**src/hw/rtl/dpfca_pkg.sv**
```systemverilog
// ----------------------------------------------------------------------------
// Differential pressure frame checker package
// Channel payload types, function and result codes, register indexes, the
// controller/datapath interface types and the CRC-8 byte update.
// ----------------------------------------------------------------------------
package dpfca_pkg;

   // Field widths fixed by the interface.
   localparam int VALUE_W     = 24;
   localparam int SUM_W       = 24;
   localparam int COUNT_W     = 8;
   localparam int AGE_W       = 16;
   localparam int CFG_W       = 16;
   localparam int FRAME_STORE = 5;

   // Request function codes.
   localparam logic [2:0] FUNC_BYTE    = 3'd0;
   localparam logic [2:0] FUNC_TICK    = 3'd1;
   localparam logic [2:0] FUNC_FAIL    = 3'd2;
   localparam logic [2:0] FUNC_RD_PRES = 3'd3;
   localparam logic [2:0] FUNC_RD_TEMP = 3'd4;

   // Response kind codes.
   localparam logic [1:0] KIND_FRAME = 2'd0;
   localparam logic [1:0] KIND_PRES  = 2'd1;
   localparam logic [1:0] KIND_TEMP  = 2'd2;
   localparam logic [1:0] KIND_FAIL  = 2'd3;

   // Configuration register indexes.
   localparam logic [1:0] CSR_SCALE     = 2'd0;
   localparam logic [1:0] CSR_STALE     = 2'd1;
   localparam logic [1:0] CSR_RECONNECT = 2'd2;

   // Configuration reset values.
   localparam logic [CFG_W-1:0] SCALE_RESET     = 16'd60;
   localparam logic [CFG_W-1:0] STALE_RESET     = 16'd100;
   localparam logic [CFG_W-1:0] RECONNECT_RESET = 16'd200;

   // Temperature raw counts per degree.
   localparam logic [CFG_W-1:0] TEMP_DIVISOR = 16'd200;

   // CRC-8 definition of the sensor words.
   localparam logic [7:0] CRC_POLY = 8'h31;
   localparam logic [7:0] CRC_INIT = 8'hff;

   // Byte positions inside a frame.
   localparam logic [2:0] POS_FIRST   = 3'd0;
   localparam logic [2:0] POS_CRC_P   = 3'd2;
   localparam logic [2:0] POS_TEMP_HI = 3'd3;
   localparam logic [2:0] POS_LAST    = 3'd5;
   localparam logic [2:0] POS_IDLE    = 3'd6;

   // Saturation bounds of the averaged value.
   localparam logic signed [VALUE_W-1:0] VAL_MAX = 24'sh7fffff;
   localparam logic signed [VALUE_W-1:0] VAL_MIN = 24'sh800000;

   typedef struct packed {
      logic [2:0] func;
      logic [7:0] byte_value;
      logic       frame_start;
   } req_type;

   typedef struct packed {
      logic [1:0]                 kind;
      logic                       frame_good;
      logic                       fresh;
      logic signed [VALUE_W-1:0]  value;
      logic                       reconnect;
   } rsp_type;

   // Commands from the controller to the datapath.
   typedef struct packed {
      logic accept;
      logic load_div;
      logic div_step;
      logic finish;
      logic load_out;
   } ctrl_cmd_type;

   // Status from the datapath to the controller, about the offered request.
   typedef struct packed {
      logic has_result;
      logic needs_div;
   } ctrl_status_type;

   // One byte of the MSB-first CRC-8 update.
   function automatic logic [7:0] crc8_byte(input logic [7:0] crc, input logic [7:0] data);
      logic [7:0] c;
      c = crc ^ data;
      for (int k = 0; k < 8; k++) begin
         c = c[7] ? ({c[6:0], 1'b0} ^ CRC_POLY) : {c[6:0], 1'b0};
      end
      return c;
   endfunction

endpackage

```
**src/hw/rtl/dpfca_ctrl.sv**
```systemverilog
// ----------------------------------------------------------------------------
// Differential pressure frame checker controller
// Sequences one request at a time: accept, optional multiply and bit-serial
// divide for an average, saturation, and the load of the response register.
// ----------------------------------------------------------------------------
module dpfca_ctrl import dpfca_pkg::*; #(
   parameter int DIV_STEPS = 32
) (
   input  logic            clock,
   input  logic            reset,
   input  logic            req_valid,
   output logic            req_ready,
   output logic            rsp_valid,
   input  logic            rsp_ready,
   input  ctrl_status_type status,
   output ctrl_cmd_type    cmd
);

   localparam logic [2:0] ST_IDLE = 3'd0;
   localparam logic [2:0] ST_MUL  = 3'd1;
   localparam logic [2:0] ST_DIV  = 3'd2;
   localparam logic [2:0] ST_FIN  = 3'd3;
   localparam logic [2:0] ST_EMIT = 3'd4;

   localparam int CNT_W = $clog2(DIV_STEPS);
   localparam logic [CNT_W-1:0] CNT_LAST = CNT_W'(DIV_STEPS - 1);

   logic [2:0]       state_ff, state_in;
   logic [CNT_W-1:0] cnt_ff, cnt_in;
   logic             rsp_valid_ff, rsp_valid_in;
   logic             req_fire;
   logic             out_free;

   // A request is taken only in idle; the response register may still be full.
   assign req_ready = (state_ff == ST_IDLE);
   assign req_fire  = req_valid && req_ready;
   assign out_free  = !rsp_valid_ff || rsp_ready;
   assign rsp_valid = rsp_valid_ff;

   // Next state and commands.
   always_comb begin
      state_in     = state_ff;
      cnt_in       = cnt_ff;
      rsp_valid_in = rsp_valid_ff && !rsp_ready;
      cmd          = '0;
      case (state_ff)
         ST_IDLE: begin
            if (req_fire) begin
               cmd.accept = 1'b1;
               if (status.needs_div) begin
                  state_in = ST_MUL;
               end else if (status.has_result) begin
                  state_in = ST_EMIT;
               end
            end
         end
         ST_MUL: begin
            cmd.load_div = 1'b1;
            cnt_in       = CNT_LAST;
            state_in     = ST_DIV;
         end
         ST_DIV: begin
            cmd.div_step = 1'b1;
            cnt_in       = cnt_ff - CNT_W'(1);
            if (cnt_ff == '0) begin
               state_in = ST_FIN;
            end
         end
         ST_FIN: begin
            cmd.finish = 1'b1;
            state_in   = ST_EMIT;
         end
         ST_EMIT: begin
            if (out_free) begin
               cmd.load_out = 1'b1;
               rsp_valid_in = 1'b1;
               state_in     = ST_IDLE;
            end
         end
         default: begin
            state_in = ST_IDLE;
         end
      endcase
   end

   // Control registers.
   always_ff @(posedge clock) begin
      if (reset) begin
         state_ff     <= ST_IDLE;
         cnt_ff       <= '0;
         rsp_valid_ff <= 1'b0;
      end else begin
         state_ff     <= state_in;
         cnt_ff       <= cnt_in;
         rsp_valid_ff <= rsp_valid_in;
      end
   end

endmodule

```
**src/hw/rtl/dpfca_datapath.sv**
```systemverilog
// ----------------------------------------------------------------------------
// Differential pressure frame checker datapath
// Frame assembly with a running CRC-8, sums and counts, sample age,
// configuration registers, a restoring divider and the response register.
// ----------------------------------------------------------------------------
module dpfca_datapath import dpfca_pkg::*; #(
   parameter int MAX_COUNT = 255,
   parameter int FRAC_BITS = 8
) (
   input  logic             clock,
   input  logic             reset,
   input  req_type          req_data,
   input  ctrl_cmd_type     cmd,
   output ctrl_status_type  status,
   input  logic             csr_write,
   input  logic [1:0]       csr_index,
   input  logic [CFG_W-1:0] csr_data,
   output rsp_type          rsp_data
);

   localparam int NUM_W = SUM_W + FRAC_BITS;
   localparam int DEN_W = COUNT_W + CFG_W;
   localparam logic [NUM_W-1:0] Q_POS_LIM = NUM_W'(24'h7fffff);
   localparam logic [NUM_W-1:0] Q_NEG_LIM = NUM_W'(24'h800000);
   localparam logic [COUNT_W-1:0] COUNT_LIM = COUNT_W'(MAX_COUNT);

   // Frame and accumulation state.
   logic [2:0]                pos_ff, pos_in;
   logic [7:0]                bytes_ff [FRAME_STORE];
   logic [7:0]                bytes_in [FRAME_STORE];
   logic [7:0]                crc_ff, crc_in;
   logic                      crc_ok_ff, crc_ok_in;
   logic signed [SUM_W-1:0]   psum_ff, psum_in, tsum_ff, tsum_in;
   logic [COUNT_W-1:0]        pcnt_ff, pcnt_in, tcnt_ff, tcnt_in;
   logic signed [VALUE_W-1:0] plast_ff, plast_in, tlast_ff, tlast_in;
   logic [AGE_W-1:0]          age_ff, age_in;

   // Configuration registers.
   logic [CFG_W-1:0]          scale_ff, scale_in, stale_ff, stale_in, recon_ff, recon_in;

   // Divider state.
   logic                      sel_temp_ff, sel_temp_in;
   logic                      neg_ff, neg_in;
   logic [DEN_W-1:0]          den_ff, den_in;
   logic [DEN_W-1:0]          rem_ff, rem_in;
   logic [NUM_W-1:0]          num_ff, num_in, quo_ff, quo_in;

   // Result staging and response register.
   rsp_type                   res_ff, res_in, rsp_ff, rsp_in;

   // Combinational helpers.
   logic [2:0]                pos_eff;
   logic                      fresh_now;
   logic                      frame_good;
   logic [7:0]                crc_base;
   logic signed [SUM_W-1:0]   p_word, t_word, sum_sel;
   logic [COUNT_W-1:0]        cnt_sel;
   logic [CFG_W-1:0]          div_sel;
   logic [SUM_W-1:0]          mag;
   logic [DEN_W:0]            rem_sh;
   logic                      ge;
   logic signed [VALUE_W-1:0] sat;

   assign pos_eff    = req_data.frame_start ? POS_FIRST : pos_ff;
   assign fresh_now  = (age_ff <= stale_ff);
   assign frame_good = crc_ok_ff && (crc_ff == req_data.byte_value);
   assign crc_base   = (pos_eff == POS_FIRST || pos_eff == POS_TEMP_HI) ? CRC_INIT : crc_ff;
   assign p_word     = SUM_W'($signed({bytes_ff[0], bytes_ff[1]}));
   assign t_word     = SUM_W'($signed({bytes_ff[3], bytes_ff[4]}));

   // Decode of the offered request for the controller.
   always_comb begin
      status.has_result = (req_data.func == FUNC_BYTE && pos_eff == POS_LAST)
                          || (req_data.func inside {FUNC_FAIL, FUNC_RD_PRES, FUNC_RD_TEMP});
      status.needs_div  = fresh_now
                          && ((req_data.func == FUNC_RD_PRES && pcnt_ff != '0)
                              || (req_data.func == FUNC_RD_TEMP && tcnt_ff != '0));
   end

   // Divider operands, one restoring step, and saturation of the quotient.
   always_comb begin
      sum_sel = sel_temp_ff ? tsum_ff : psum_ff;
      cnt_sel = sel_temp_ff ? tcnt_ff : pcnt_ff;
      if (sel_temp_ff) begin
         div_sel = TEMP_DIVISOR;
      end else begin
         div_sel = (scale_ff == '0) ? CFG_W'(1) : scale_ff;
      end
      mag    = sum_sel[SUM_W-1] ? SUM_W'(-sum_sel) : SUM_W'(sum_sel);
      rem_sh = {rem_ff, num_ff[NUM_W-1]};
      ge     = (rem_sh >= {1'b0, den_ff});
      if (neg_ff) begin
         sat = (quo_ff > Q_NEG_LIM) ? VAL_MIN : VALUE_W'(~quo_ff[VALUE_W-1:0] + VALUE_W'(1));
      end else begin
         sat = (quo_ff > Q_POS_LIM) ? VAL_MAX : VALUE_W'(quo_ff[VALUE_W-1:0]);
      end
   end

   // Next values of all state.
   always_comb begin
      pos_in      = pos_ff;
      bytes_in    = bytes_ff;
      crc_in      = crc_ff;
      crc_ok_in   = crc_ok_ff;
      psum_in     = psum_ff;
      tsum_in     = tsum_ff;
      pcnt_in     = pcnt_ff;
      tcnt_in     = tcnt_ff;
      plast_in    = plast_ff;
      tlast_in    = tlast_ff;
      age_in      = age_ff;
      scale_in    = scale_ff;
      stale_in    = stale_ff;
      recon_in    = recon_ff;
      sel_temp_in = sel_temp_ff;
      neg_in      = neg_ff;
      den_in      = den_ff;
      rem_in      = rem_ff;
      num_in      = num_ff;
      quo_in      = quo_ff;
      res_in      = res_ff;
      rsp_in      = rsp_ff;

      // Configuration writes; an index past the list is dropped.
      if (csr_write) begin
         case (csr_index)
            CSR_SCALE:     scale_in = csr_data;
            CSR_STALE:     stale_in = csr_data;
            CSR_RECONNECT: recon_in = csr_data;
            default:       ;
         endcase
      end

      // Effects of an accepted request.
      if (cmd.accept) begin
         res_in = '0;
         case (req_data.func)
            FUNC_BYTE: begin
               if (pos_eff < POS_LAST) begin
                  bytes_in[pos_eff] = req_data.byte_value;
                  pos_in = 3'(pos_eff + 3'd1);
                  if (pos_eff == POS_CRC_P) begin
                     crc_ok_in = (crc_ff == req_data.byte_value);
                  end else begin
                     crc_in = crc8_byte(crc_base, req_data.byte_value);
                  end
               end else if (pos_eff == POS_LAST) begin
                  pos_in            = POS_IDLE;
                  res_in.kind       = KIND_FRAME;
                  res_in.frame_good = frame_good;
                  if (frame_good) begin
                     if (pcnt_ff < COUNT_LIM) begin
                        psum_in = psum_ff + p_word;
                        pcnt_in = pcnt_ff + COUNT_W'(1);
                     end
                     if (tcnt_ff < COUNT_LIM) begin
                        tsum_in = tsum_ff + t_word;
                        tcnt_in = tcnt_ff + COUNT_W'(1);
                     end
                     age_in = '0;
                  end
               end
            end
            FUNC_TICK: begin
               if (age_ff != '1) begin
                  age_in = age_ff + AGE_W'(1);
               end
            end
            FUNC_FAIL: begin
               res_in.kind      = KIND_FAIL;
               res_in.reconnect = (age_ff > recon_ff);
            end
            FUNC_RD_PRES: begin
               res_in.kind  = KIND_PRES;
               res_in.fresh = fresh_now;
               res_in.value = plast_ff;
               sel_temp_in  = 1'b0;
            end
            FUNC_RD_TEMP: begin
               res_in.kind  = KIND_TEMP;
               res_in.fresh = fresh_now;
               res_in.value = tlast_ff;
               sel_temp_in  = 1'b1;
            end
            default: ;
         endcase
      end

      // Denominator product and numerator magnitude.
      if (cmd.load_div) begin
         den_in = DEN_W'(cnt_sel) * DEN_W'(div_sel);
         neg_in = sum_sel[SUM_W-1];
         num_in = NUM_W'(mag) << FRAC_BITS;
         rem_in = '0;
         quo_in = '0;
      end

      // One quotient bit per step.
      if (cmd.div_step) begin
         rem_in = ge ? DEN_W'(rem_sh - {1'b0, den_ff}) : DEN_W'(rem_sh);
         quo_in = {quo_ff[NUM_W-2:0], ge};
         num_in = {num_ff[NUM_W-2:0], 1'b0};
      end

      // Store the new average and clear the channel that it used.
      if (cmd.finish) begin
         res_in.value = sat;
         if (sel_temp_ff) begin
            tlast_in = sat;
            tsum_in  = '0;
            tcnt_in  = '0;
         end else begin
            plast_in = sat;
            psum_in  = '0;
            pcnt_in  = '0;
         end
      end

      if (cmd.load_out) begin
         rsp_in = res_ff;
      end
   end

   // State with a defined reset value.
   always_ff @(posedge clock) begin
      if (reset) begin
         pos_ff   <= POS_FIRST;
         psum_ff  <= '0;
         tsum_ff  <= '0;
         pcnt_ff  <= '0;
         tcnt_ff  <= '0;
         plast_ff <= '0;
         tlast_ff <= '0;
         age_ff   <= '0;
         scale_ff <= SCALE_RESET;
         stale_ff <= STALE_RESET;
         recon_ff <= RECONNECT_RESET;
      end else begin
         pos_ff   <= pos_in;
         psum_ff  <= psum_in;
         tsum_ff  <= tsum_in;
         pcnt_ff  <= pcnt_in;
         tcnt_ff  <= tcnt_in;
         plast_ff <= plast_in;
         tlast_ff <= tlast_in;
         age_ff   <= age_in;
         scale_ff <= scale_in;
         stale_ff <= stale_in;
         recon_ff <= recon_in;
      end
   end

   // Payload registers.
   always_ff @(posedge clock) begin
      bytes_ff    <= bytes_in;
      crc_ff      <= crc_in;
      crc_ok_ff   <= crc_ok_in;
      sel_temp_ff <= sel_temp_in;
      neg_ff      <= neg_in;
      den_ff      <= den_in;
      rem_ff      <= rem_in;
      num_ff      <= num_in;
      quo_ff      <= quo_in;
      res_ff      <= res_in;
      rsp_ff      <= rsp_in;
   end

   assign rsp_data = rsp_ff;

endmodule

```
**src/hw/rtl/diff_pressure_frame_check_average_unit.sv**
```systemverilog
// ----------------------------------------------------------------------------
// Differential pressure frame checker and averager
// Checks six-byte sensor frames (two big-endian signed words, each followed
// by a CRC-8 with polynomial 0x31 and initial value 0xFF), sums the raw
// pressure and temperature of good frames, ages the sample on millisecond
// ticks, reports reconnect on transfer failure and returns signed
// Q(FRAC_BITS) averages on read. Requests are handled one at a time. A frame
// byte, a tick or an unused function code is taken in idle and gives no
// response; a frame completion, a failure report or a read that returns the
// kept average is staged in the result register and reaches the response
// register from the emit state once that register is free. A read that
// averages passes through the multiply step, the restoring divider, which
// retires one quotient bit per cycle over the 24 + FRAC_BITS numerator bits,
// and the saturate and output steps. A new request is taken as soon as the
// controller is idle again, even while the last response still waits on
// rsp_ready. There is no clearing pass after reset. Configuration writes are
// always accepted and must be made only while the block is idle.
// ----------------------------------------------------------------------------
module diff_pressure_frame_check_average_unit import dpfca_pkg::*; #(
   parameter int MAX_COUNT = 255,
   parameter int FRAC_BITS = 8
) (
   input  logic             clock,
   input  logic             reset,
   input  logic             req_valid,
   output logic             req_ready,
   input  req_type          req_data,
   output logic             rsp_valid,
   input  logic             rsp_ready,
   output rsp_type          rsp_data,
   input  logic             csr_valid,
   output logic             csr_ready,
   input  logic [1:0]       csr_index,
   input  logic [CFG_W-1:0] csr_data
);

   localparam int DIV_STEPS = SUM_W + FRAC_BITS;

   ctrl_cmd_type    cmd;
   ctrl_status_type status;
   logic            csr_write;

   // Register writes complete in the cycle they are offered.
   assign csr_ready = 1'b1;
   assign csr_write = csr_valid && csr_ready;

   dpfca_ctrl #(
      .DIV_STEPS (DIV_STEPS)
   ) u_ctrl (
      .clock     (clock),
      .reset     (reset),
      .req_valid (req_valid),
      .req_ready (req_ready),
      .rsp_valid (rsp_valid),
      .rsp_ready (rsp_ready),
      .status    (status),
      .cmd       (cmd)
   );

   dpfca_datapath #(
      .MAX_COUNT (MAX_COUNT),
      .FRAC_BITS (FRAC_BITS)
   ) u_datapath (
      .clock     (clock),
      .reset     (reset),
      .req_data  (req_data),
      .cmd       (cmd),
      .status    (status),
      .csr_write (csr_write),
      .csr_index (csr_index),
      .csr_data  (csr_data),
      .rsp_data  (rsp_data)
   );

endmodule

```
**config.mk**
```make
export PLATFORM = sky130hd
export DESIGN_NAME = diff_pressure_frame_check_average_unit
export DESIGN_NICKNAME = d
export VERILOG_FILES = /design/src/hw/rtl/dpfca_pkg.sv /design/src/hw/rtl/dpfca_ctrl.sv /design/src/hw/rtl/dpfca_datapath.sv /design/src/hw/rtl/diff_pressure_frame_check_average_unit.sv
export SDC_FILE = /design/constraint.sdc
export NUM_CORES = 1
export LEC_CHECK = 0
export ABC_AREA = 1
export BUFFER_PORTS_ARGS = -buffer_cell sky130_fd_sc_hd__buf_4
export CELL_PAD_IN_SITES_DETAIL_PLACEMENT = 1
export CELL_PAD_IN_SITES_GLOBAL_PLACEMENT = 2
export CORE_ASPECT_RATIO = 1.4
export CORE_UTILIZATION = 30
export DETAILED_ROUTE_END_ITERATION = 10
export PLACE_DENSITY_LB_ADDON = 0.1
export SLEW_MARGIN = 5
export SYNTH_ARGS = -nofsm -noshare
export SYNTH_HDL_FRONTEND = slang
export SYNTH_SLANG_ARGS = --single-unit
```
**constraint.sdc**
```tcl
create_clock -name clock -period 7.5 [get_ports clock]
set_input_delay 0.75 -clock clock [delete_from_list [all_inputs] [get_ports clock]]
set_output_delay 0.75 -clock clock [all_outputs]
set_load 0.1 [all_outputs]
```
## Word level (Yosys, flattened, before mapping)

Cells that the tools add are included.

| cells by class | value |
|---|---|
| $add $sub $neg | 10 |
| multiply operators | 1 |
| $lt $le $gt $ge | 10 |
| eq/ne operators | 23 |
| multiplexer cells | 91 |
| bitwise operators | 15 |
| reductions and logical operators | 42 |

Operators by type and width:

| operator | number |
|---|---|
| 2-to-1 mux 24 bit | 25 |
| 2-to-1 mux 8 bit | 19 |
| 2-to-1 mux 32 bit | 4 |
| 2-to-1 mux 16 bit | 6 |
| one-hot mux 25 bit (2 select lines) | 1 |
| adder 24 x 16 -> 24 bit | 2 |
| 2-to-1 mux 6 bit | 8 |
| bitwise mux 40 bit | 1 |
| greater-than comparator 32 x 23 -> 1 bit (second input constant) | 1 |
| greater-than comparator 32 x 24 -> 1 bit (second input constant) | 1 |
| one-hot mux 16 bit (2 select lines) | 1 |
| 2-to-1 mux 3 bit | 9 |
| >= comparator 25 x 24 -> 1 bit | 1 |
| 2-to-1 mux 25 bit | 1 |
| adder 24 x 1 -> 24 bit (second input constant) | 1 |
| demux 8 bit (select 3 bit) | 1 |
| multiplier 8 x 16 -> 24 bit | 1 |
| negator 24 bit | 1 |
| inverter 24 bit | 1 |
| inverter 3 bit | 8 |
| subtractor 24 bit | 1 |
| equality test 3 x 2 -> 1 bit (second input constant) | 6 |
| adder 16 x 1 -> 16 bit (second input constant) | 1 |
| adder 8 x 1 -> 8 bit (second input constant) | 2 |
| 40 further kinds | 89 |

| storage, ports and cells | value |
|---|---|
| flip-flop bits (word level) | 401 |
| bits of input ports | 35 |
| output and inout port bits | 32 |
| logic and storage cells | 231 |

## Logic depth before layout (Yosys ltp)

Gate-level depths: netlist of run 1.

| logic depth | value |
|---|---|
| word-level depth | 21 |
| gate-level depth with buffers | 26 |
| mapped depth without buffers | 24 |

## Hierarchy

From an unflattened synthesis of run 1, not the netlist that was laid out.

| unflattened totals | value |
|---|---|
| cell total of the unflattened synthesis | 3,632 |
| area total of the unflattened synthesis | 27,241.1 um2 |

By module, submodules not included:

| module | instances | cells each | area an instance (um2) | sequential area each (um2) |
|---|---|---|---|---|
| dpfca_datapath | 1 | 3,556 | 26,730.6 | 9,739.3 |
| dpfca_ctrl | 1 | 74 | 499.2 | 180.2 |
| diff_pressure_frame_check_average_unit | 1 | 2 | 11.3 | 0.0 |

## Least setup slack after synthesis of run 1

No wires, ideal clock.

| timing path | value |
|---|---|
| path kind | register to register |
| start point | register u_datapath.sel_temp_ff |
| end point | register u_datapath.den_ff[23] (data pin) |
| setup time | 0.252 ns |
| data arrival time | 4.956 ns |
| data required time | 7.248 ns |
| path slack | 2.292 ns |
| stages on the path, launching flop included | 22 |
| buffers on the path | 4 |
| clock period less this slack | 5.208 ns |
| path through | edfxtp_1 -> buf_4 -> buf_6 -> buf_4 -> buf_2 -> nor2_1 -> clkinv_1 -> nor2_1 -> fa_1 -> fa_1 -> fa_1 -> inv_1 -> fa_1 -> inv_1 -> ha_1 -> nand2_1 -> nor4_1 -> a21oi_1 -> o21bai_1 -> nand2_1 -> nand3b_1 -> nand2_1 |

| between the ends | value |
|---|---|
| word-level cells in the longest chain between the ends | 2 |
| elaborated cells between the ends (all ways) | 3 |
| classes of those cells | mul (1); mux (2) |

RTL lines:

| item | RTL line | source |
|---|---|---|
| start, declared | dpfca_datapath.sv:42 | `logic sel_temp_ff, sel_temp_in;` |
| start signal, assigned | dpfca_datapath.sv:258 | `sel_temp_ff <= sel_temp_in;` |
| 2-to-1 mux 8 bit / 2-to-1 mux 16 bit (equally long branches) | dpfca_datapath.sv:83, dpfca_datapath.sv:84 |  |
| multiplier 8 x 16 -> 24 bit (*) | dpfca_datapath.sv:191 | `den_in = DEN_W'(cnt_sel) * DEN_W'(div_sel);` |
| end signal, assigned | dpfca_datapath.sv:260 | `den_ff <= den_in;` |
| end, declared | dpfca_datapath.sv:44 | `logic [DEN_W-1:0] den_ff, den_in;` |

Every way passes the cells marked *; elsewhere a longest branch is shown, timed or not.
A chain may end at the register's enable or synchronous reset.

## Final worst setup path of run 1

| timing path | value |
|---|---|
| start point | register u_datapath.sel_temp_ff |
| end point | register u_datapath.den_ff[14] (data pin) |

Same word-level chain as after synthesis.

==> reports/qor.csv, run 1 <==
metric,value,unit
Final Skew,0.0387,ns
crit path buf inv count,3,
CTS Buf Count,47,
# nets final,3661,
"Largest delay share family, worst path",adder cells,
WL final,89800,um
drt drc,0,
I/O Pins,67,
"Reg clk slew, reported paths",0.06,ns
cell row count,128,
first-pass GRT wire length,140000,um
setup ws final,1.81,ns
Hold Buf Count CTS,0,
ANT cells,0,
Post-Syn Nets,3609,
sequential-to-total area share from yosys stat,0.377,
Port Buffers,65,
Final Hold Fails,0,
Final GP Congestion,0.848,
remaining antenna violation count after routing,0,
most area-hungry cell type in the Yosys netlist,edfxtp_1,
post-synth top area share,0.234,
total track usage,0.202,
final core occ,0.340,
deepest clock path buffer count,3,
final std cells w/o fill,4585,
synth warn,0,
Max Cap Violations,0,
DIE AREA,88900,um^2
synthesized instance count,3327,
fraction of registers with async set/reset,0,
Initial Util,0.303,
pwr/cell area,168,nW/um^2
vias in the first global route,24400,
DR WL/cell,19.6,um
Critical Path Start Type,register,
Leak Pwr,0.0131,uW
Mean Syn Cell Area,7.91,um^2
largest net degree at the start of global routing,54,
layout cells sized above 1,0.0744,
Sequential Area,9920,um^2
"Arr. time, crit path",6.03,ns
Setup TNS,0,ns
minimum hold slack,0.383,ns
via count,22300,
f_max,176,MHz
hold crit path type,in -> reg,
"Slowest-stage cell, CP",edfxtp_1,
Chip Height,352,um
chip width,252,um
status,"complete, no violations",
final setup fails,0,
"Slew Viols, Final",0,
antenna violations before repair,0,
"worst slack, placed",1.80,ns
worst-path cell chain,"inv_1, nand2_1, nor2_1, fa_1, fa_1, ha_1, inv_1, fa_1, inv_1, ha_1, nand2_1, o21ai_0, a21oi_1, o21ai_0, a21oi_1, xnor2_1",
CP Capture Type,register,
CP max FO,18,
Rel. slew slack,0.254,
CTS root buf,clkbuf_16,
H-tree depth reported by CTS,2,
CTS tree,yes,
Fillers,10500,
Area Growth Syn to Fin,12.2,%
final worst path period share,0.759,
DP Wirelength,70200,um
RSZ-0062 raised after global routing,no,
"FF+latch count, synth",393,
VDD IR max,0.178,mV
Initial DRC Count,814,
CP required,7.84,ns
Post-CTS Resized,0,
critical path type,reg -> reg,
number of synthesized flops with an enable pin,205,
GRT overflow,0,
"Primary FF master, synth",edfxtp_1,
clock sink total,393,
Inst Count DP,4500,
multi-input logic area,14400,um^2
cell area after synthesis,26300,um^2
synth top area cells,"edfxtp_1, dfxtp_1, nand2_1",
pin slew with the least headroom to its limit,1.11,ns
vias per cell,4.87,
Core Region,87000,um^2
DRT Pass-1 Iters,5,
"Distinct cells, synth",64,
clk_lat worst skew,0.62,ns
post-layout min period,5.69,ns
post-CTS setup buffer count,0,
Worst path max stage delay,0.68,ns
[cell type report]
class	instances	share of cell area
multi-input cells	2422	0.486
flip-flops and latches	393	0.336
inverters	432	0.0553
well taps	1170	0.0496
clock buffers	64	0.0440
repair buffers	83	0.0211
clock inverters	21	0.00784
[worst paths after layout]
kind                          startpoint                       to  slack [ns]  cells after the start
setup reg to reg  u_datapath.sel_temp_ff    u_datapath.den_ff[14]        1.81                     16
setup / recovery  u_datapath.sel_temp_ff    u_datapath.den_ff[14]        1.81                     16
hold reg to reg    u_datapath.res_ff[23]  u_datapath.rsp_data[23]        0.42                      0
hold / removal               csr_data[3]   u_datapath.scale_ff[3]        0.38                      3
[power breakdown]
group / switching (uW) / total (uW) / internal, uW
registers: 21.3 / 2310 / 2290
clock network: 991 / 2320 / 1330
logic: 249 / 332 / 82.8
total: 1260 / 4960 / 3700
[cell usage after synthesis (5+ instances only)]
| cell type | n |
|---|---|
| nand4_1 | 31 |
| buf_4 | 9 |
| nand3_1 | 135 |
| nor3_1 | 42 |
| fa_1 | 87 |
| o21ai_1 | 35 |
| xnor2_1 | 37 |
| clkinv_1 | 12 |
| o21a_1 | 6 |
| xor2_1 | 74 |
| or2_2 | 8 |
| a21oi_1 | 237 |
| a22o_1 | 23 |
| nand3b_1 | 9 |
| nor2_4 | 5 |
| ha_1 | 160 |
| edfxtp_1 | 205 |
| buf_6 | 14 |
| nand2_1 | 763 |
| o211ai_1 | 9 |
| nand2_2 | 6 |
| a211oi_1 | 10 |
| o21ai_2 | 16 |
| nor2_1 | 408 |
| nand2_4 | 5 |
| dfxtp_1 | 188 |
| nor2_2 | 6 |
| a31oi_1 | 9 |
| buf_2 | 13 |
| a21o_1 | 9 |
| inv_2 | 13 |
| clkbuf_1 | 41 |
| nor4_1 | 15 |
| a21oi_2 | 11 |
| nor3_4 | 5 |
| o21ai_0 | 205 |
| o21bai_1 | 15 |
| inv_1 | 405 |
[cell families (layout without fill, tap and decap cells)]
group,after synthesis,count (layout),share of synthesized area
adders and majority gates,247,247,0.142
xor gates and xnor gates,111,111,0.0369
AOI/OAI and AO/OA,601,601,0.129
and+or+nand+nor,1462,1462,0.236
other,1,1,0.000143
DFF,393,393,0.377
buffers and inverters,512,600,0.0793
[routing by layer]
metal	routed length, um	GRT usage	up-vias
met4	2790	0.0664	0
met5	0	0	-
li1	-	-	11000
met1	37000	0.230	11000
met3	1590	0.0182	119
met2	48400	0.390	213
[through the flow]
| stage | cell area (um^2) | power [uW] |
|---|---|---|
| 6_report | 29500 | 4960 |
| 5_1_grt | 29500 | 5160 |
| 4_1_cts | 29500 | 5060 |
| 3_5_place_dp | 28000 | 2700 |
| 3_3_place_gp | 28000 | 2690 |
| 2_1_floorplan | 26300 | 2570 |
[layout by cell type (no fill, tap or decap), types with 10 or more instances in the layout]
| cell | count |
|---|---|
| nand2_1 | 762 |
| nor2_1 | 406 |
| inv_1 | 405 |
| a21oi_1 | 236 |
| o21ai_0 | 205 |
| edfxtp_1 | 205 |
| dfxtp_1 | 188 |
| ha_1 | 160 |
| nand3_1 | 135 |
| fa_1 | 87 |
| buf_4 | 83 |
| xor2_1 | 74 |
| clkbuf_16 | 47 |
| nor3_1 | 40 |
| xnor2_1 | 37 |
| o21ai_1 | 35 |
| nand4_1 | 31 |
| a22o_1 | 23 |
| o21ai_2 | 16 |
| o21bai_1 | 15 |
| clkinv_1 | 14 |
| nor4_1 | 14 |
| inv_2 | 13 |
| a21oi_2 | 11 |
| clkbuf_1 | 11 |
| a211oi_1 | 10 |
[tightest hold or removal path: cells and delay by family]
family | cells | cell delay [ns]
buffers and inverters | 1 | 0.11
and+or+nand+nor | 2 | 0.10
[sequential cells by signal (all words and copies together) (netlist names), 29 cells and up]
signal               flops
u_datapath.rsp_data     29
u_datapath.quo_ff       32
u_datapath.bytes_ff     32
u_datapath.res_ff       29
No activity file was read; power rests on OpenSTA's default activity.
==> run 2: changes to the inputs <==
--- a/config.mk
+++ b/config.mk
@@ -5,7 +5,7 @@
 export SDC_FILE = /design/constraint.sdc
 export NUM_CORES = 1
 export LEC_CHECK = 0
-export ABC_AREA = 1
+export ABC_AREA = 0
 export BUFFER_PORTS_ARGS = -buffer_cell sky130_fd_sc_hd__buf_4
 export CELL_PAD_IN_SITES_DETAIL_PLACEMENT = 1
 export CELL_PAD_IN_SITES_GLOBAL_PLACEMENT = 2
==> constraint.sdc (replaced) <==
create_clock -name clock -period 6 [get_ports clock]
set_input_delay 0.6 -clock clock [delete_from_list [all_inputs] [get_ports clock]]
set_output_delay 0.6 -clock clock [all_outputs]
set_load 0.1 [all_outputs]
==> run 2 against run 1 <==
  * Hold slack got worse by 0.15 ns
  * Largest power group unchanged
  * Sequential share of layout area rose by 1.0 points
  * Largest cell class unchanged
  * Utilization rose by 0.63 points
  * Setup slack got worse by 1.4 ns
  * Highest routed layer unchanged
  * Via count fell by 14%
  * Sequential cell count did not move
  * Synthesized cell count fell by 21%
  * First-iteration DRC count fell by 24%
  * Clock skew rose by 0.024 ns
  * Total power rose by 28%
  * Clock power rose by 30%
==> reports/qor.csv, run 2 <==
metric,value,unit
"top cells by count, synth","nand2_1, inv_1, edfxtp_1",
status,"complete, no violations",
"commonest non-fill, non-tap cell in the layout",nand2_1,
setup ws final,0.384,ns
post-layout min period,5.62,ns
ANT cells,0,
WL final,74000,um
"FF+latch count, synth",393,
sequential-to-total area share from yosys stat,0.396,
"commonest non-fill, non-tap cells in the layout","nand2_1, inv_1, edfxtp_1",
H-tree depth reported by CTS,2,
clock sink total,393,
Initial Util,0.302,
grt met1 use,0.206,
Final Cell Area,28700,um^2
critical path type,reg -> reg,
final setup fails,0,
deepest clock path buffer count,3,
Largest regs,"u_datapath.bytes_ff x32, u_datapath.quo_ff x32",
Final Skew,0.0627,ns
crit-path most repeated cell,fa_1,
cell area after synthesis,25000,um^2
f_max,178,MHz
via count,19100,
VDD IR max,0.180,mV
I/O Pins,67,
Fillers,9393,
Max Cap Violations,0,
"Arr. time, crit path",5.93,ns
pin slew with the least headroom to its limit,1.23,ns
Final GP Congestion,0.809,
Critical Path Start Type,register,
"Reg clk slew, reported paths",0.06,ns
met3 usage,0.0216,
final worst path period share,0.936,
first-pass GRT wire length,118000,um
Area Growth Syn to Fin,14.4,%
worst-path cell chain,"buf_4, nor2b_2, and2_1, fa_1, fa_1, fa_1, inv_1, fa_1, inv_1, ha_1, a21o_1, a21o_1, a21oi_2, o311a_1, o21ai_0, a31o_2, a221oi_1, xnor2_1",
DIE AREA,84700,um^2
CP max FO,7,
final std cells w/o fill,3796,
drt drc,0,
Post-Syn Nets,2908,
Port Buffers,65,
DP Wirelength,55000,um
DRT Pass-1 Iters,5,
cell row count,125,
"Distinct cells, synth",79,
Post-Place Cell Area,27000,um^2
"Largest delay share family, worst path",adder cells,
Setup TNS,0,ns
synth warn,0,
post-synth top area share,0.246,
"Primary FF master, synth",edfxtp_1,
Leak Pwr,0.0116,uW
"worst slack, placed",0.0226,ns
Final Hold Fails,0,
most frequent cell after synthesis,nand2_1,
Worst path max stage delay,0.56,ns
Mean Syn Cell Area,9.54,um^2
Inst Count DP,3706,
layout cells sized above 1,0.101,
remaining antenna violation count after routing,0,
Chip Height,344,um
synth top area cells,"edfxtp_1, dfxtp_1, ha_1",
CTS tree,yes,
DR WL/cell,19.5,um
hold crit path type,in -> reg,
CP Capture Type,register,
fraction of registers with async set/reset,0,
Initial DRC Count,622,
chip width,246,um
Core Region,82900,um^2
antenna violations before repair,0,
M2 GR Usage,0.336,
# nets final,2961,
GRT overflow,0,
crit path buf inv count,3,
CP required,6.31,ns
largest net degree at the start of global routing,68,
pwr/cell area,222,nW/um^2
Hold Buf Count CTS,0,
number of synthesized flops with an enable pin,205,
"Slowest-stage cell, CP",fa_1,
CTS root buf,clkbuf_16,
clk_lat worst skew,0.63,ns
RSZ-0062 raised after global routing,no,
most area-hungry cell type in the Yosys netlist,edfxtp_1,
CTS Buf Count,47,
"Slew Viols, Final",0,
vias per cell,5.04,
"Most Used Layer, Global Route",met2,
vias in the first global route,21100,
synthesized instance count,2626,
Rel. slew slack,0.178,
total track usage,0.177,
==> run 2: changes by cell type after synthesis, moves of 40 or more <==
cell	change
nand2_1	-472
nor2_1	-240
inv_1	-197
o21ai_0	-112
nand3_1	-92
and2_1	+84
a21oi_1	-72
clkbuf_1	+72
xnor2_1	+59
and3_1	+48
mux2i_1	+45
a21o_1	+44
a22o_1	+40
==> run 2: final cells by class <==
cell class	instances	area, um^2	share of cell area
Clock inverter	20	264	0.00921
Inverter	208	781	0.0272
Sequential cell	393	9920	0.346
Tap cell	1079	1350	0.0471
Multi-Input combinational cell	1894	14000	0.487
Timing Repair Buffer	135	1010	0.0354
Clock buffer	67	1370	0.0479
==> run 2: cell families (layout without fill, tap and decap cells) <==
group,after synthesis,in the layout,share of synthesized area
xor gates and xnor gates,151,151,0.0528
muxes,49,49,0.0198
other,1,1,0.000150
buffers and inverters,339,430,0.0516
AOI/OAI and AO/OA,584,584,0.161
adders and majority gates,247,247,0.149
DFF,393,393,0.396
and+or+nand+nor,862,862,0.169
==> run 2: power breakdown <==
group / internal [uW] / leakage, uW / switching, uW / total, uW
combinational: 106 / 0.00735 / 330 / 437
clock: 1780 / 0.000789 / 1230 / 3010
sequential: 2870 / 0.00348 / 26.3 / 2900
total: 4760 / 0.0116 / 1590 / 6350
==> run 2: routing by layer <==
layer | wire length [um] | vias up
met2 | 39300 | 186
li1 | - | 9382
met4 | 1680 | 0
met3 | 1700 | 94
met1 | 31300 | 9465
met5 | 0 | -
==> run 2: timing repair <==
| item | 4_1_cts | 5_1_grt |
|---|---|---|
| gates resized for setup | 0 | 8 |
| buffers inserted | 0 | 3 |
| endpoints found under the setup margin | 0 | 3 |
==> run 2: worst register-to-register path: stages, from the launching register on <==
cell	delay, ns
edfxtp_1	0.50
buf_4	0.22
nor2b_2	0.32
and2_1	0.21
fa_1	0.44
fa_1	0.47
fa_1	0.56
inv_1	0.06
fa_1	0.53
inv_1	0.04
ha_1	0.35
a21o_1	0.19
a21o_1	0.20
a21oi_2	0.20
o311a_1	0.22
o21ai_0	0.15
a31o_2	0.28
a221oi_1	0.31
xnor2_1	0.11
==> run 2: stage by stage <==
step / power, uW / hold WS, ns / util
after floorplan: 3230 / 0.400 / -
after global placement: 3400 / 0.401 / 0.325
after detailed placement: 3400 / 0.406 / 0.325
after CTS: 6480 / 0.196 / 0.345
after global routing: 6600 / 0.209 / 0.346
final: 6350 / 0.233 / 0.346
==> run 2: final timing paths <==
check,startpoint,endpoint,slack (ns),depth (start not counted)
setup / recovery,u_datapath.sel_temp_ff,u_datapath.den_ff[22],0.38,18
hold / removal,csr_data[6],u_datapath.stale_ff[6],0.23,2
setup reg to reg,u_datapath.sel_temp_ff,u_datapath.den_ff[22],0.38,18
hold reg to reg,u_datapath.res_ff[18],u_datapath.rsp_data[18],0.41,0
==> run 3: changes to the inputs <==
--- a/config.mk
+++ b/config.mk
@@ -13,6 +13,7 @@
 export CORE_UTILIZATION = 30
 export DETAILED_ROUTE_END_ITERATION = 10
 export PLACE_DENSITY_LB_ADDON = 0.1
+export RECOVER_POWER = 50
 export SLEW_MARGIN = 5
 export SYNTH_ARGS = -nofsm -noshare
 export SYNTH_HDL_FRONTEND = slang
==> run 3 against run 2 <==
  * The run now ends with max-capacitance violations, max-slew violations left
  * Sequential share of layout area grew 0.27 points
  * Clock power is essentially flat
  * Count of clock-buffer cells in the layout is the same
  * Maximum frequency is essentially flat
  * First-iteration DRC count grew 0.80%
  * Cell count is the same
  * Sequential cell count is the same
  * Sequential power is essentially flat
  * Non-clock buffer count is the same
  * Total power shrank 0.34%
  * Critical endpoint unchanged
  * Largest power group unchanged
  * Highest routed layer unchanged
==> reports/qor.csv, run 3 (synthesized netlist as in run 2, its figures left out) <==
metric,value,unit
chip width,246,um
final setup fails,0,
WL final,74000,um
worst-path cell chain,"nor2b_1, buf_4, and2_1, fa_1, fa_1, fa_1, inv_1, fa_1, inv_1, ha_1, a21o_1, a21o_1, a21oi_2, o311a_1, o21ai_0, a31o_2, a221oi_1, xnor2_1",
DRT Pass-1 Iters,4,
vias in the first global route,21100,
total track usage,0.177,
deepest clock path buffer count,3,
"commonest non-fill, non-tap cell in the layout",nand2_1,
Reg2Reg Setup Slack,0.38,ns
status,"complete, but fails checks",
H-tree depth reported by CTS,2,
Final Hold Fails,0,
CTS tree,yes,
Setup TNS,0,ns
RSZ-0062 raised after global routing,no,
critical path type,reg -> reg,
Initial DRC Count,627,
# nets final,2961,
DP Wirelength,55000,um
Largest regs,"u_datapath.bytes_ff x32, u_datapath.quo_ff x32",
minimum hold slack,0.233,ns
Final GP Congestion,0.809,
R2R Path End,u_datapath.den_ff[22],
"commonest non-fill, non-tap cells in the layout","nand2_1, inv_1, edfxtp_1",
final worst path period share,0.936,
CTS Buf Count,47,
post-layout min period,5.62,ns
first-pass GRT wire length,118000,um
CTS root buf,clkbuf_16,
via count,19100,
Chip Height,344,um
"Arr. time, crit path",5.93,ns
Initial Util,0.302,
Critical Path Start Type,register,
VDD IR max,0.180,mV
Final Skew,0.0629,ns
layout cells sized above 1,0.0795,
Worst path max stage delay,0.53,ns
crit-path most repeated cell,fa_1,
"Slew Viols, Final",344,
Final Cell Area,28400,um^2
hold crit path type,in -> reg,
DR WL/cell,19.5,um
cell row count,125,
FF-to-FF path depth,18,
"Reg clk slew, reported paths",0.07,ns
DIE AREA,84700,um^2
CP max FO,9,
Worst Setup EP,u_datapath.den_ff[22],
clock sink total,393,
pin slew with the least headroom to its limit,3.66,ns
Post-Place Cell Area,27000,um^2
Area Growth Syn to Fin,13.5,%
Hold Buf Count CTS,0,
vias per cell,5.03,
Port Buffers,65,
Max Cap Violations,10,
Leak Pwr,0.0114,uW
pwr/cell area,222,nW/um^2
"Slowest-stage cell, CP",fa_1,
Tot Pwr,6330,uW
Rel. slew slack,-1.44,
remaining antenna violation count after routing,0,
Core Region,82900,um^2
ANT cells,0,
largest net degree at the start of global routing,68,
failing checks,"max-capacitance violations, max-slew violations",
CP required,6.31,ns
I/O Pins,67,
origin of the critical flop-to-flop path,u_datapath.sel_temp_ff,
drt drc,0,
f_max,178,MHz
antenna violations before repair,0,
clk_lat worst skew,0.63,ns
Setup crit start,u_datapath.sel_temp_ff,
CP Capture Type,register,
GRT overflow,0,
## run 3: cell count changes in the layout (fill, tap and decap cells not counted), moves of 2 or more
cell | previous run | this run
clkbuf_1 | 10 | 63
nor3b_1 | 4 | 6
nor3b_2 | 3 | 1
buf_4 | 135 | 82
## run 3: where the power goes
group	internal [uW]	leakage, uW	switching (uW)	total, uW
Sequential	2880	0.00348	25.9	2900
Combinational	85.2	0.00715	330	415
Clock	1780	0.000789	1230	3010
Total	4740	0.0114	1590	6330
## run 3: worst max-delay path, delay by kind of cell, from the launching register on
kind / cells / cell delay, ns
AND/OR/NAND/NOR: 2 / 0.50
flip-flops: 1 / 0.50
buffers and inverters: 3 / 0.34
adder cells (fa/ha/maj): 5 / 2.34
AO/OA/AOI/OAI: 7 / 1.55
XOR/XNOR: 1 / 0.11
## run 3: timing repair
| item | CTS | global route |
|---|---|---|
| resized for setup | 0 | 8 |
| setup endpoints to repair | 0 | 3 |
| buffers inserted | 0 | 3 |
| hold endpoints to repair | 0 | 0 |
## run 3: how the worst min path moves through the flow
| stage | startpoint | to | slack, ns | cells past startpoint |
|---|---|---|---|---|
| finish | csr_data[6] | u_datapath.recon_ff[6] | 0.23 | 2 |
| global route | csr_data[3] | u_datapath.recon_ff[3] | 0.21 | 2 |
| CTS | csr_data[3] | u_datapath.recon_ff[3] | 0.20 | 2 |
| detailed placement | u_datapath.res_ff[11] | u_datapath.rsp_data[11] | 0.41 | 0 |
| global placement | u_datapath.res_ff[7] | u_datapath.rsp_data[7] | 0.40 | 0 |
| floorplan | u_datapath.res_ff[0] | u_datapath.rsp_data[0] | 0.40 | 0 |
## run 3: through the flow
step                      setup WS, ns  std cells  utilization
after global placement           0.118       3706        0.325
after CTS                      0.00843       3793        0.345
after floorplan                0.00511       2626            -
after global routing            0.0536       3796        0.343
after detailed placement        0.0226       3706        0.325
final                            0.381       3796        0.343
## run 3: layout make-up
cell class | count | area, um^2
repair buffers | 135 | 815
flip-flops and latches | 393 | 9920
clock inverters | 20 | 264
multi-input cells | 1894 | 13900
inverters | 208 | 781
clock buffers | 67 | 1370
well taps | 1079 | 1350
fillers | 9426 | 54500
## run 3: routing by layer
metal / GRT usage / routed length (um)
met5: 0 / 0
met1: 0.206 / 31400
met3: 0.0216 / 1720
met4: 0.0492 / 1610
met2: 0.336 / 39300
